===== src/rtl/core/keyboard_report_number_entry_macros.svh =====
// Assertion macros for the number entry RTL
`ifndef KEYBOARD_REPORT_NUMBER_ENTRY_MACROS_SVH
`define KEYBOARD_REPORT_NUMBER_ENTRY_MACROS_SVH

// Same-cycle implication, held off during reset
`define KRNE_ASSERT_SAME(label, clk, rst, ante, cons) \
   label: assert property (@(posedge clk) disable iff (rst) (ante) |-> (cons)) \
      else $error("krne assertion failed");

// Next-cycle implication, held off during reset
`define KRNE_ASSERT_NEXT(label, clk, rst, ante, cons) \
   label: assert property (@(posedge clk) disable iff (rst) (ante) |=> (cons)) \
      else $error("krne assertion failed");

`endif


===== src/rtl/core/krne_pkg.sv =====
// Types, codes and key classification for the keyboard number entry block
package krne_pkg;

   localparam int KEY_W        = 8;
   localparam int INPUT_SLOTS  = 6;
   localparam int ACC_W        = 64;
   localparam int OP_W         = 2;
   localparam int DIGIT_BITS   = 4;
   localparam int DIV_STEPS    = ACC_W / DIGIT_BITS;
   localparam int DIV_CNT_W    = $clog2(DIV_STEPS);

   // request operations
   localparam logic [OP_W-1:0] OP_PARSE  = 2'd0;
   localparam logic [OP_W-1:0] OP_RESYNC = 2'd1;
   localparam logic [OP_W-1:0] OP_CLEAR  = 2'd2;

   // HID usage codes
   localparam logic [KEY_W-1:0] KEY_MAIN_1    = 8'h1E;
   localparam logic [KEY_W-1:0] KEY_MAIN_9    = 8'h26;
   localparam logic [KEY_W-1:0] KEY_MAIN_0    = 8'h27;
   localparam logic [KEY_W-1:0] KEY_ENTER     = 8'h28;
   localparam logic [KEY_W-1:0] KEY_BACKSPACE = 8'h2A;
   localparam logic [KEY_W-1:0] KEY_KP_ENTER  = 8'h58;
   localparam logic [KEY_W-1:0] KEY_KP_1      = 8'h59;
   localparam logic [KEY_W-1:0] KEY_KP_9      = 8'h61;
   localparam logic [KEY_W-1:0] KEY_KP_0      = 8'h62;

   // what a newly pressed key does
   typedef enum logic [1:0] {
      ACT_NONE  = 2'd0,
      ACT_DIGIT = 2'd1,
      ACT_BACK  = 2'd2,
      ACT_ENTER = 2'd3
   } key_action_type;

   typedef struct packed {
      key_action_type        action;
      logic [DIGIT_BITS-1:0] digit;
   } key_class_type;

   // controller to datapath
   typedef struct packed {
      logic load_req;
      logic step;
      logic div_start;
      logic div_step;
      logic store_keys;
      logic clear_keys;
      logic emit;
   } ctrl_cmd_type;

   // datapath to controller
   typedef struct packed {
      logic [OP_W-1:0] op;
      key_action_type  action;
      logic            last_slot;
      logic            div_last;
      logic            enter_seen;
      logic            out_free;
   } dp_status_type;

   function automatic key_class_type classify_key(input logic [KEY_W-1:0] code);
      key_class_type c;
      c.action = ACT_NONE;
      c.digit  = '0;
      if (code >= KEY_MAIN_1 && code <= KEY_MAIN_9) begin
         c.action = ACT_DIGIT;
         c.digit  = DIGIT_BITS'(code - KEY_MAIN_1 + 8'd1);
      end else if (code == KEY_MAIN_0 || code == KEY_KP_0) begin
         c.action = ACT_DIGIT;
      end else if (code >= KEY_KP_1 && code <= KEY_KP_9) begin
         c.action = ACT_DIGIT;
         c.digit  = DIGIT_BITS'(code - KEY_KP_1 + 8'd1);
      end else if (code == KEY_BACKSPACE) begin
         c.action = ACT_BACK;
      end else if (code == KEY_ENTER || code == KEY_KP_ENTER) begin
         c.action = ACT_ENTER;
      end
      return c;
   endfunction

endpackage


===== src/rtl/core/krne_ctrl.sv =====
// Controller state machine: sequences slot walk, divide, key store and emit
module krne_ctrl (
   input  logic                         clock,
   input  logic                         reset,
   input  logic                         req_tvalid,
   input  logic [krne_pkg::OP_W-1:0]    req_op,
   output logic                         req_tready,
   input  krne_pkg::dp_status_type      status,
   output krne_pkg::ctrl_cmd_type       cmd
);
   import krne_pkg::*;

   localparam logic [2:0] ST_IDLE  = 3'd0;
   localparam logic [2:0] ST_SCAN  = 3'd1;
   localparam logic [2:0] ST_DIV   = 3'd2;
   localparam logic [2:0] ST_STORE = 3'd3;
   localparam logic [2:0] ST_EMIT  = 3'd4;

   logic [2:0] state_ff;
   logic [2:0] state_in;

   assign req_tready = (state_ff == ST_IDLE);

   // next state and commands
   always_comb begin
      state_in = state_ff;
      cmd      = '0;
      case (state_ff)
         ST_IDLE: begin
            if (req_tvalid) begin
               cmd.load_req = 1'b1;
               state_in     = (req_op == OP_PARSE) ? ST_SCAN : ST_STORE;
            end
         end
         ST_SCAN: begin
            if (status.action == ACT_BACK) begin
               cmd.div_start = 1'b1;
               state_in      = ST_DIV;
            end else begin
               cmd.step = 1'b1;
               if (status.last_slot) state_in = ST_STORE;
            end
         end
         ST_DIV: begin
            cmd.div_step = 1'b1;
            if (status.div_last) state_in = status.last_slot ? ST_STORE : ST_SCAN;
         end
         ST_STORE: begin
            cmd.store_keys = (status.op == OP_PARSE) || (status.op == OP_RESYNC);
            cmd.clear_keys = (status.op == OP_CLEAR);
            state_in = (status.op == OP_PARSE && status.enter_seen) ? ST_EMIT : ST_IDLE;
         end
         ST_EMIT: begin
            if (status.out_free) begin
               cmd.emit = 1'b1;
               state_in = ST_IDLE;
            end
         end
         default: state_in = ST_IDLE;
      endcase
   end

   always_ff @(posedge clock) begin
      if (reset) begin
         state_ff <= ST_IDLE;
      end else begin
         state_ff <= state_in;
      end
   end

endmodule


===== src/rtl/core/krne_dp.sv =====
// Datapath: report slots, held keys, accumulator, divide-by-ten unit, result register
module krne_dp #(
   parameter int KEY_SLOTS = 6
) (
   input  logic                                                 clock,
   input  logic                                                 reset,
   input  logic [krne_pkg::OP_W-1:0]                            req_op,
   input  logic [krne_pkg::INPUT_SLOTS*krne_pkg::KEY_W-1:0]     req_slots,
   input  krne_pkg::ctrl_cmd_type                               cmd,
   output krne_pkg::dp_status_type                              status,
   input  logic                                                 rsp_tready,
   output logic                                                 rsp_tvalid,
   output logic [krne_pkg::ACC_W-1:0]                           rsp_data
);
   import krne_pkg::*;

   localparam int IDX_W = (KEY_SLOTS > 1) ? $clog2(KEY_SLOTS) : 1;
   localparam logic [IDX_W-1:0] LAST_IDX = IDX_W'(KEY_SLOTS - 1);
   localparam logic [DIV_CNT_W-1:0] LAST_DIV = DIV_CNT_W'(DIV_STEPS - 1);

   logic [KEY_W-1:0]     cur_keys_ff  [KEY_SLOTS];
   logic [KEY_W-1:0]     prev_keys_ff [KEY_SLOTS];
   logic [KEY_W-1:0]     req_keys     [KEY_SLOTS];
   logic [OP_W-1:0]      op_ff;
   logic [IDX_W-1:0]     idx_ff;
   logic                 enter_ff;
   logic [ACC_W-1:0]     acc_ff;
   logic [ACC_W-1:0]     acc_in;
   logic [ACC_W-1:0]     work_ff;
   logic [ACC_W-1:0]     work_in;
   logic [DIGIT_BITS-1:0] rem_ff;
   logic [DIGIT_BITS-1:0] rem_in;
   logic [DIV_CNT_W-1:0] div_cnt_ff;
   logic                 neg_ff;
   logic                 rsp_valid_ff;
   logic [ACC_W-1:0]     rsp_data_ff;
   logic [KEY_W-1:0]     code;
   logic                 held;
   key_class_type        kclass;
   logic [DIGIT_BITS-1:0] qbits;

   // report slots past the input fields read as empty
   for (genvar k = 0; k < KEY_SLOTS; k++) begin : g_req
      if (k < INPUT_SLOTS) begin : g_used
         assign req_keys[k] = req_slots[k*KEY_W +: KEY_W];
      end else begin : g_empty
         assign req_keys[k] = '0;
      end
   end

   // current slot and its test against the previous report
   assign code = cur_keys_ff[idx_ff];
   always_comb begin
      held = 1'b0;
      for (int j = 0; j < KEY_SLOTS; j++) begin
         if (prev_keys_ff[j] == code) held = 1'b1;
      end
   end

   always_comb begin
      kclass = classify_key(code);
      if (code == '0 || held) kclass.action = ACT_NONE;
   end

   // restoring divide by ten, one nibble of the dividend per step, top nibble first
   always_comb begin
      logic [DIGIT_BITS:0] t;
      rem_in = rem_ff;
      qbits  = '0;
      for (int b = DIGIT_BITS - 1; b >= 0; b--) begin
         t = {rem_in, work_ff[ACC_W - DIGIT_BITS + b]};
         if (t >= 5'd10) begin
            qbits[b] = 1'b1;
            rem_in   = DIGIT_BITS'(t - 5'd10);
         end else begin
            qbits[b] = 1'b0;
            rem_in   = t[DIGIT_BITS-1:0];
         end
      end
      work_in = {work_ff[ACC_W-DIGIT_BITS-1:0], qbits};
   end

   // accumulator update
   always_comb begin
      acc_in = acc_ff;
      if (cmd.emit) begin
         acc_in = '0;
      end else if (cmd.step && kclass.action == ACT_DIGIT) begin
         acc_in = (acc_ff << 3) + (acc_ff << 1) + ACC_W'(kclass.digit);
      end else if (cmd.div_step && div_cnt_ff == LAST_DIV) begin
         acc_in = neg_ff ? (ACC_W'(0) - work_in) : work_in;
      end
   end

   // control and state registers
   always_ff @(posedge clock) begin
      if (reset) begin
         for (int j = 0; j < KEY_SLOTS; j++) prev_keys_ff[j] <= '0;
         acc_ff       <= '0;
         rsp_valid_ff <= 1'b0;
         enter_ff     <= 1'b0;
         idx_ff       <= '0;
         div_cnt_ff   <= '0;
         op_ff        <= OP_PARSE;
      end else begin
         acc_ff <= acc_in;
         if (cmd.load_req) begin
            op_ff    <= req_op;
            idx_ff   <= '0;
            enter_ff <= 1'b0;
         end
         if (cmd.step) begin
            idx_ff <= idx_ff + 1'b1;
            if (kclass.action == ACT_ENTER) enter_ff <= 1'b1;
         end
         if (cmd.div_start) div_cnt_ff <= '0;
         if (cmd.div_step) begin
            div_cnt_ff <= div_cnt_ff + 1'b1;
            if (div_cnt_ff == LAST_DIV) idx_ff <= idx_ff + 1'b1;
         end
         for (int j = 0; j < KEY_SLOTS; j++) begin
            if (cmd.store_keys) prev_keys_ff[j] <= cur_keys_ff[j];
            else if (cmd.clear_keys) prev_keys_ff[j] <= '0;
         end
         if (cmd.emit) rsp_valid_ff <= 1'b1;
         else if (rsp_tready) rsp_valid_ff <= 1'b0;
      end
   end

   // payload registers
   always_ff @(posedge clock) begin
      if (cmd.load_req) begin
         for (int j = 0; j < KEY_SLOTS; j++) cur_keys_ff[j] <= req_keys[j];
      end
      if (cmd.div_start) begin
         neg_ff  <= acc_ff[ACC_W-1];
         work_ff <= acc_ff[ACC_W-1] ? (ACC_W'(0) - acc_ff) : acc_ff;
         rem_ff  <= '0;
      end else if (cmd.div_step) begin
         work_ff <= work_in;
         rem_ff  <= rem_in;
      end
      if (cmd.emit) rsp_data_ff <= acc_ff;
   end

   assign status.op         = op_ff;
   assign status.action     = kclass.action;
   assign status.last_slot  = (idx_ff == LAST_IDX);
   assign status.div_last   = (div_cnt_ff == LAST_DIV);
   assign status.enter_seen = enter_ff;
   assign status.out_free   = !rsp_valid_ff || rsp_tready;

   assign rsp_tvalid = rsp_valid_ff;
   assign rsp_data   = rsp_data_ff;

endmodule


===== src/rtl/core/keyboard_report_number_entry.sv =====
// Top level of the keyboard report number entry block
//
// Request channel (req_): one boot keyboard report per request. req_tuser
// carries the operation (parse, resync stored keys, clear stored keys) and
// req_tdata the key slots. A parse walks the slots one per cycle, pausing
// for a divide on each newly pressed backspace, builds a decimal value from
// newly pressed digit keys and, if a newly pressed enter key was among them,
// sends the value after the walk on the result channel (rsp_) and clears it.
// Steps: the request is taken, the key slots are walked, each backspace runs
// the divide-by-ten unit (it retires four quotient bits of the 64-bit
// magnitude a cycle), the slots are stored and, when enter was seen, the
// result register is loaded. Resync and clear take the request and then
// store or clear the slots. One request is worked at a time.
// Reset clears the stored keys, the accumulator and any pending result.
// The result sits in an output register: a stalled receiver holds it there
// while the next request is taken and worked; only a second result waits,
// in its final state, until the register frees.
module keyboard_report_number_entry #(
   parameter int KEY_SLOTS = 6
) (
   input  logic        clock,
   input  logic        reset,
   input  logic        req_tvalid,
   output logic        req_tready,
   input  logic [47:0] req_tdata,   // key_slot_0 .. key_slot_5, 8 bits each
   input  logic [1:0]  req_tuser,   // op
   output logic        rsp_tvalid,
   input  logic        rsp_tready,
   output logic [63:0] rsp_tdata    // entered_number
);
   import krne_pkg::*;

   `include "keyboard_report_number_entry_macros.svh"

   ctrl_cmd_type  cmd;
   dp_status_type status;

   krne_ctrl u_ctrl (
      .clock      (clock),
      .reset      (reset),
      .req_tvalid (req_tvalid),
      .req_op     (req_tuser),
      .req_tready (req_tready),
      .status     (status),
      .cmd        (cmd)
   );

   krne_dp #(
      .KEY_SLOTS (KEY_SLOTS)
   ) u_dp (
      .clock      (clock),
      .reset      (reset),
      .req_op     (req_tuser),
      .req_slots  (req_tdata),
      .cmd        (cmd),
      .status     (status),
      .rsp_tready (rsp_tready),
      .rsp_tvalid (rsp_tvalid),
      .rsp_data   (rsp_tdata)
   );

   // a taken request keeps the block busy the next cycle
   `KRNE_ASSERT_NEXT(a_busy_after_req, clock, reset, req_tvalid && req_tready, !req_tready)
   // a new result never overwrites one still waiting
   `KRNE_ASSERT_SAME(a_no_overwrite, clock, reset, cmd.emit, !rsp_tvalid || rsp_tready)
   // an emitted result shows up on the port
   `KRNE_ASSERT_NEXT(a_emit_visible, clock, reset, cmd.emit, rsp_tvalid)

endmodule


===== config.mk =====
export PLATFORM = sky130hd
export DESIGN_NAME = keyboard_report_number_entry
export DESIGN_NICKNAME = d
export VERILOG_FILES = /design/src/rtl/core/krne_pkg.sv /design/src/rtl/core/krne_ctrl.sv /design/src/rtl/core/krne_dp.sv /design/src/rtl/core/keyboard_report_number_entry.sv
export VERILOG_INCLUDE_DIRS = /design/src /design/src/rtl/core
export SDC_FILE = /design/constraint.sdc
export NUM_CORES = 1
export LEC_CHECK = 0
export BUFFER_PORTS_ARGS = -buffer_cell sky130_fd_sc_hd__clkbuf_2
export CORE_MARGIN = 1.5
export CORE_UTILIZATION = 62
export DETAILED_ROUTE_END_ITERATION = 8
export PLACE_DENSITY = 0.9
export SLEW_MARGIN = 15
export SYNTH_ARGS = -nofsm -noshare
export SYNTH_HDL_FRONTEND = slang
export SYNTH_SLANG_ARGS = --single-unit

===== constraint.sdc =====
create_clock -name clock -period 7.38 [get_ports clock]
set_clock_uncertainty 0.1 [all_clocks]
set_input_delay 0.738 -clock clock [delete_from_list [all_inputs] [get_ports clock]]
set_output_delay 0.738 -clock clock [all_outputs]
set_load 0.05 [all_outputs]

Word-level counts from Yosys, hierarchy flattened
Memory sizes are Yosys's and may differ from the RTL's. A register that Yosys moved wholly into a read port is not among the register bits.
Cells that the tools add are included.
Word-level totals
  register bits: 211
  memories kept: 2
  bits in writable memories: 96
  input bits: 54
Memories
  u_dp.cur_keys_ff: depth 6, bits a word 8, rd ports 7, clocked after memory_dff 1, write ports 6, line krne_dp.sv:21  | logic [KEY_W-1:0] cur_keys_ff [KEY_SLOTS];
  u_dp.prev_keys_ff: depth 6, bits a word 8, rd ports 6, clocked after memory_dff 0, write ports 6, line krne_dp.sv:22  | logic [KEY_W-1:0] prev_keys_ff [KEY_SLOTS];
Operators by class
  mux-type cells: 81
  reduce and logical (&&, ||, !) cells: 20
  $lt $le $gt $ge: 8
  bitwise gates (word level): 12
  equality and inequality tests: 26
  add/subtract/negate cells: 14
Operators with widths (number)
  64-bit 2-to-1 mux: 6
  1-bit by 64-bit subtractor with 64-bit output (first input constant): 2
  8-bit 2-to-1 mux: 12
  64-bit by 4-bit adder with 64-bit output: 1
  64-bit adder: 1
  8-bit equality test: 6
  1-bit 2-to-1 mux: 33
  3-bit 2-to-1 mux: 11
  4-bit 2-to-1 mux: 8
  8-bit by 6-bit equality test with 1-bit output (second input constant): 3
  4-bit subtractor (second input constant): 6
  5-bit by 4-bit greater-or-equal comparator with 1-bit output (second input constant): 4
  2-bit 2-to-1 mux: 9
  8-bit by 7-bit equality test with 1-bit output (second input constant): 2
  3-bit one-hot mux with 5 select lines: 1
  4-bit by 1-bit adder with 4-bit output (second input constant): 3
  1-bit OR: 12
  8-bit by 5-bit greater-or-equal comparator with 1-bit output (second input constant): 1
  8-bit by 7-bit greater-or-equal comparator with 1-bit output (second input constant): 1
  8-bit by 6-bit <= comparator with 1-bit output (second input constant): 1
  8-bit by 7-bit <= comparator with 1-bit output (second input constant): 1
  8-bit zero test: 1
  2-bit equality test (second input constant): 3
  3-bit by 2-bit equality test with 1-bit output (second input constant): 2
  other kinds (16): 31

Logic depth before layout (Yosys ltp)
An unclocked memory read counts as a cell.
  depth after elaboration: 17
  depth in mapped cells: 34
  gate-level depth less buffers: 30

Hierarchy
From an unflattened synthesis, not the netlist that was laid out.
Unflattened totals
  cells, all modules: 2199
  area, all modules: 21196.6 um2
Modules (own cells, without submodules)
  krne_dp: area each 20940.1 um2, sequential area each 8338.0 um2, instances 1, cells an instance 2167
  krne_ctrl: area each 256.5 um2, sequential area each 60.1 um2, instances 1, cells an instance 32

Least setup slack after synthesis
OpenSTA, ideal clock, no wires.
  kind: register to register
  start point: register, netlist name u_dp.idx_ff[0]
  end point: register u_dp.acc_ff[56]
  data arrival time: 6.434 ns
  library setup time: 0.070 ns
  path buffers: 2
  cell stages (with the launch flop): 25
  data required time: 7.210 ns
  slack: 0.776 ns
  cell sequence: dfxtp_1 -> buf_2 -> buf_2 -> mux2_2 -> mux2i_1 -> inv_1 -> ha_1 -> o311a_1 -> o211ai_1 -> nand3b_1 -> a21oi_1 -> fa_1 -> inv_1 -> fa_1 -> nand2b_1 -> a21oi_1 -> o21ai_0 -> o211ai_1 -> a21oi_1 -> o41a_1 -> o41ai_1 -> a221o_1 -> a41oi_1 -> mux2_2 -> a21oi_1
RTL lines
  end signal, assigned: line krne_dp.sv:106  | acc_ff <= acc_in;
  end, declared: line krne_dp.sv:27  | logic [ACC_W-1:0] acc_ff;

==> impl_results.md <==
- CTS tree: yes
- Via count: 17.2k
- Final hold viol count: 0
- Post-Synth Simple-Gate Area: 14.6%
- Die Footprint: 0.0335 sq mm
- Mapped Area: 0.0201 sq mm
- Max-Cap Viols: 0
- Adder-Cell Fraction of Synth Area: 8.67%
- Placeable Area: 0.0317 sq mm
- Critical Path Fanout Max: 10
- Worst hold stages: 1
- CP arrival: 7.36 ns
- Startpoint Class: register
- Hold crit path type: in2reg
- Port-buffer cells: 119
- Endpoints failing setup: 0
- R2R Path End: u_dp.acc_ff[61]
- First-pass GRT wire length: 84600 um
- Die W: 183 um
- CP required: 7.70 ns
- Layout cells sized above 1: 12.9%
- Critical path class: reg2reg
- Die Y: 183 um
- DRC: 0
- Max_slew headroom: 33.2%
- Multiplexer share of the synthesized area: 3.03%
- Vias/cell: 6.69
- Fin util: 70.0%
- Ys flop type: edfxtp_1
- Setup crit end kind: register
- Fillcell total: 2228
- Final period utilization: 95.4%
- Worst-Margin Slew: 0.998 ns
- Site Rows: 65
- Compound-gate portion of the synthesized area: 19.1%
- GRT overflow: 0
- Ports: 120
- Diodes inserted: 0
- Clock Tree Root: clkbuf_16
- Max Clk Rate: 142 MHz
- Largest net degree at the start of global routing: 135
- DPL Wire Length: 35800 um
- Wirelength per Cell: 20.3 um
- Vias in the first global route: 16.5k
- Final net count: 2331
- Yosys warns: 0
- Area Growth Syn to Fin: 10.5%
- Area of the multi-input gates: 0.0111 sq mm
- GP Congestion: 0.902
- RSZ-0062 raised after global routing: no
- Async S/R FF share, synth: 0%
- WHS Endpoint: u_dp.cur_keys_ff[3][3]
- Largest family of logic cells by synthesized area: compound AO/OA/AOI/OAI gates
- Synth Net Count: 2263
- TritonCTS Buffers: 35
- Clock-pin slew on the worst setup and hold paths: 0.06 ns
- CTS Hold Bufs: 0
- Syn Area/Cell: 9.70 sq um
- Final Slew Violations: 0
- Number of synthesized flops with an enable pin: 225
- Seq/Total Area, Yosys: 41.8%
- Reg2reg path depth: 22
- 1st-iter DRT viols: 1719
- HP Start: req_tdata[27]
- Xor and xnor area share after synthesis: 9.63%
- Antenna-violating nets left: 0
- Reg-to-Reg Start: u_dp.idx_ff[1]
- Seq cells post-synth: 307
- Sink Count: 307
- Initial antenna violation count: 0
- Gr usage total: 31.3%
- Netlist cell types: 76
- Seq. cell area: 0.00840 sq mm
- Clock Latency Late Sink: 0.55 ns
- Longest Clk Path Bufs: 3
- Initial Util: 63.4%
- Reg2reg setup slack: 0.34 ns
- Setup Total Neg Slack: 0 ns
- Max VDD drop: 280 uV
- Pleak: 9.30 nW
- Cells after synthesis: 2071
- Initial DRT Pass Iterations: 8
- Run status: finished clean
- Power per cell area: 245 mW/mm^2
- Post-Route WL: 52100 um
- H-tree Lvls: 2
- Period minus WS final: 7.04 ns
## critical path, cell delays in order (launching register included)
cell,delay (ns)
dfxtp_2,0.46
buf_4,0.24
mux2_2,0.36
mux4_2,0.59
a21oi_1,0.17
o21ai_0,0.09
a221o_1,0.40
a211o_1,0.31
a21oi_1,0.21
fa_1,0.47
ha_1,0.33
a211oi_1,0.53
o211ai_1,0.21
nand3b_1,0.20
a2111oi_0,0.17
buf_4,0.19
or2_2,0.31
o21ai_0,0.40
nand2_1,0.22
a21oi_1,0.35
o21ai_0,0.22
mux2i_1,0.16
o211a_1,0.21
## final cells by class
type                    count  share of cell area (%)
multi-input cells        1598                    50.2
flip-flops and latches    307                    37.8
clock buffers              43                    4.26
repair buffers            149                    3.71
well taps                 402                    2.27
clock inverters            21                   0.935
inverters                  48                   0.811
## cell usage in the layout, fill, tap and decap left out, drive strengths merged, types with 22 or more instances in the layout
cell type,instances
nor2,104
and2,60
clkbuf,162
inv,48
edfxtp,225
o31ai,42
nand2,199
buf,30
nand3,33
nand4,22
ha,136
dfxtp,82
nor3,29
xor2,142
o211ai,22
xnor2,79
o41ai,22
or3,36
a21o,34
a21oi,160
o21ai,182
mux2,22
## cell usage after synthesis, types with 29 or more instances
master      n  area, sq um
nand3_1    33          165
a21oi_1   160          801
xnor2_1    79          692
nand2_1   199          747
and2_1     59          369
xor2_1    142         1240
dfxtp_1    82         1640
inv_1      47          176
or3_1      30          188
nor3_1     29          145
a21o_1     34          255
nor2_1    104          390
o21ai_0   182          911
ha_1      136         1700
edfxtp_1  225         6760
clkbuf_1   94          353
o31ai_1    42          315
## sequential cells by signal, indices dropped and copies added, names as in the netlist, 2 cells and up
name	flops
u_dp.rsp_data	64
u_dp.acc_ff	64
u_dp.rem_ff	4
u_dp.div_cnt_ff	4
u_dp.op_ff	2
u_dp.prev_keys_ff	48
u_ctrl.state_ff	3
u_dp.idx_ff	3
u_dp.work_ff	64
u_dp.cur_keys_ff	48
## repair_timing
| item | CTS | global route |
|---|---|---|
| endpoints found under the setup margin | 0 | 22 |
| gates resized for setup | 0 | 9 |
| buffers inserted | 0 | 4 |
| endpoints found under the hold margin | 0 | 0 |
## layer usage
| layer | part of all wire [%] | up-vias | global-route usage [%] |
|---|---|---|---|
| met4 | 3.6 | 0 | 13.5 |
| met1 | 40 | 8135 | 41.3 |
| li1 | - | 7860 | - |
| met5 | 0 | - | 0 |
| met2 | 47 | 1007 | 51.3 |
| met3 | 9.3 | 181 | 4.90 |
## report_power, final
part           total, mW  internal [mW]  switching (mW)
clock network       1.75           1.02           0.730
registers           2.22           2.05           0.168
logic               1.46          0.567           0.897
total               5.44           3.65            1.80
## worst max-delay path by stage
stage | from | to | slack, ns | depth (start not counted)
after floorplan | u_dp.idx_ff[0] | u_dp.acc_ff[56] | 0.78 | 24
after global routing | u_dp.rem_ff[0] | u_dp.acc_ff[54] | 0.04 | 30
after detailed placement | u_dp.rem_ff[0] | u_dp.acc_ff[44] | 0.13 | 30
after global placement | u_dp.idx_ff[1] | u_dp.acc_ff[62] | 0.35 | 24
after CTS | u_dp.idx_ff[1] | u_dp.acc_ff[62] | 0.03 | 24
final | u_dp.idx_ff[1] | u_dp.acc_ff[61] | 0.34 | 22
## through the flow
step / instance area (sq um) / hold slack [ns] / total power [mW] / std cells / worst slack, ns
6_report: 22200 / 0.263 / 5.44 / 2568 / 0.341
5_1_grt: 22200 / 0.257 / 5.67 / 2568 / 0.0430
3_3_place_gp: 21000 / 0.349 / 3.58 / 2500 / 0.347
4_1_cts: 22100 / 0.252 / 5.37 / 2564 / 0.0319
3_5_place_dp: 21000 / 0.358 / 3.62 / 2500 / 0.129
2_1_floorplan: 20100 / 0.332 / 3.24 / 2071 / 0.776
## cell families (layout without fill, tap and decap cells)
family                   after synthesis  count (layout)
AND/OR/NAND/NOR                      584             584
adder cells (fa/ha/maj)              138             138
multiplexers                          48              48
flip-flops                           307             307
AO/OA/AOI/OAI                        607             607
buffers and inverters                166             261
XOR/XNOR                             221             221
(Power assumes the default switching activity.)
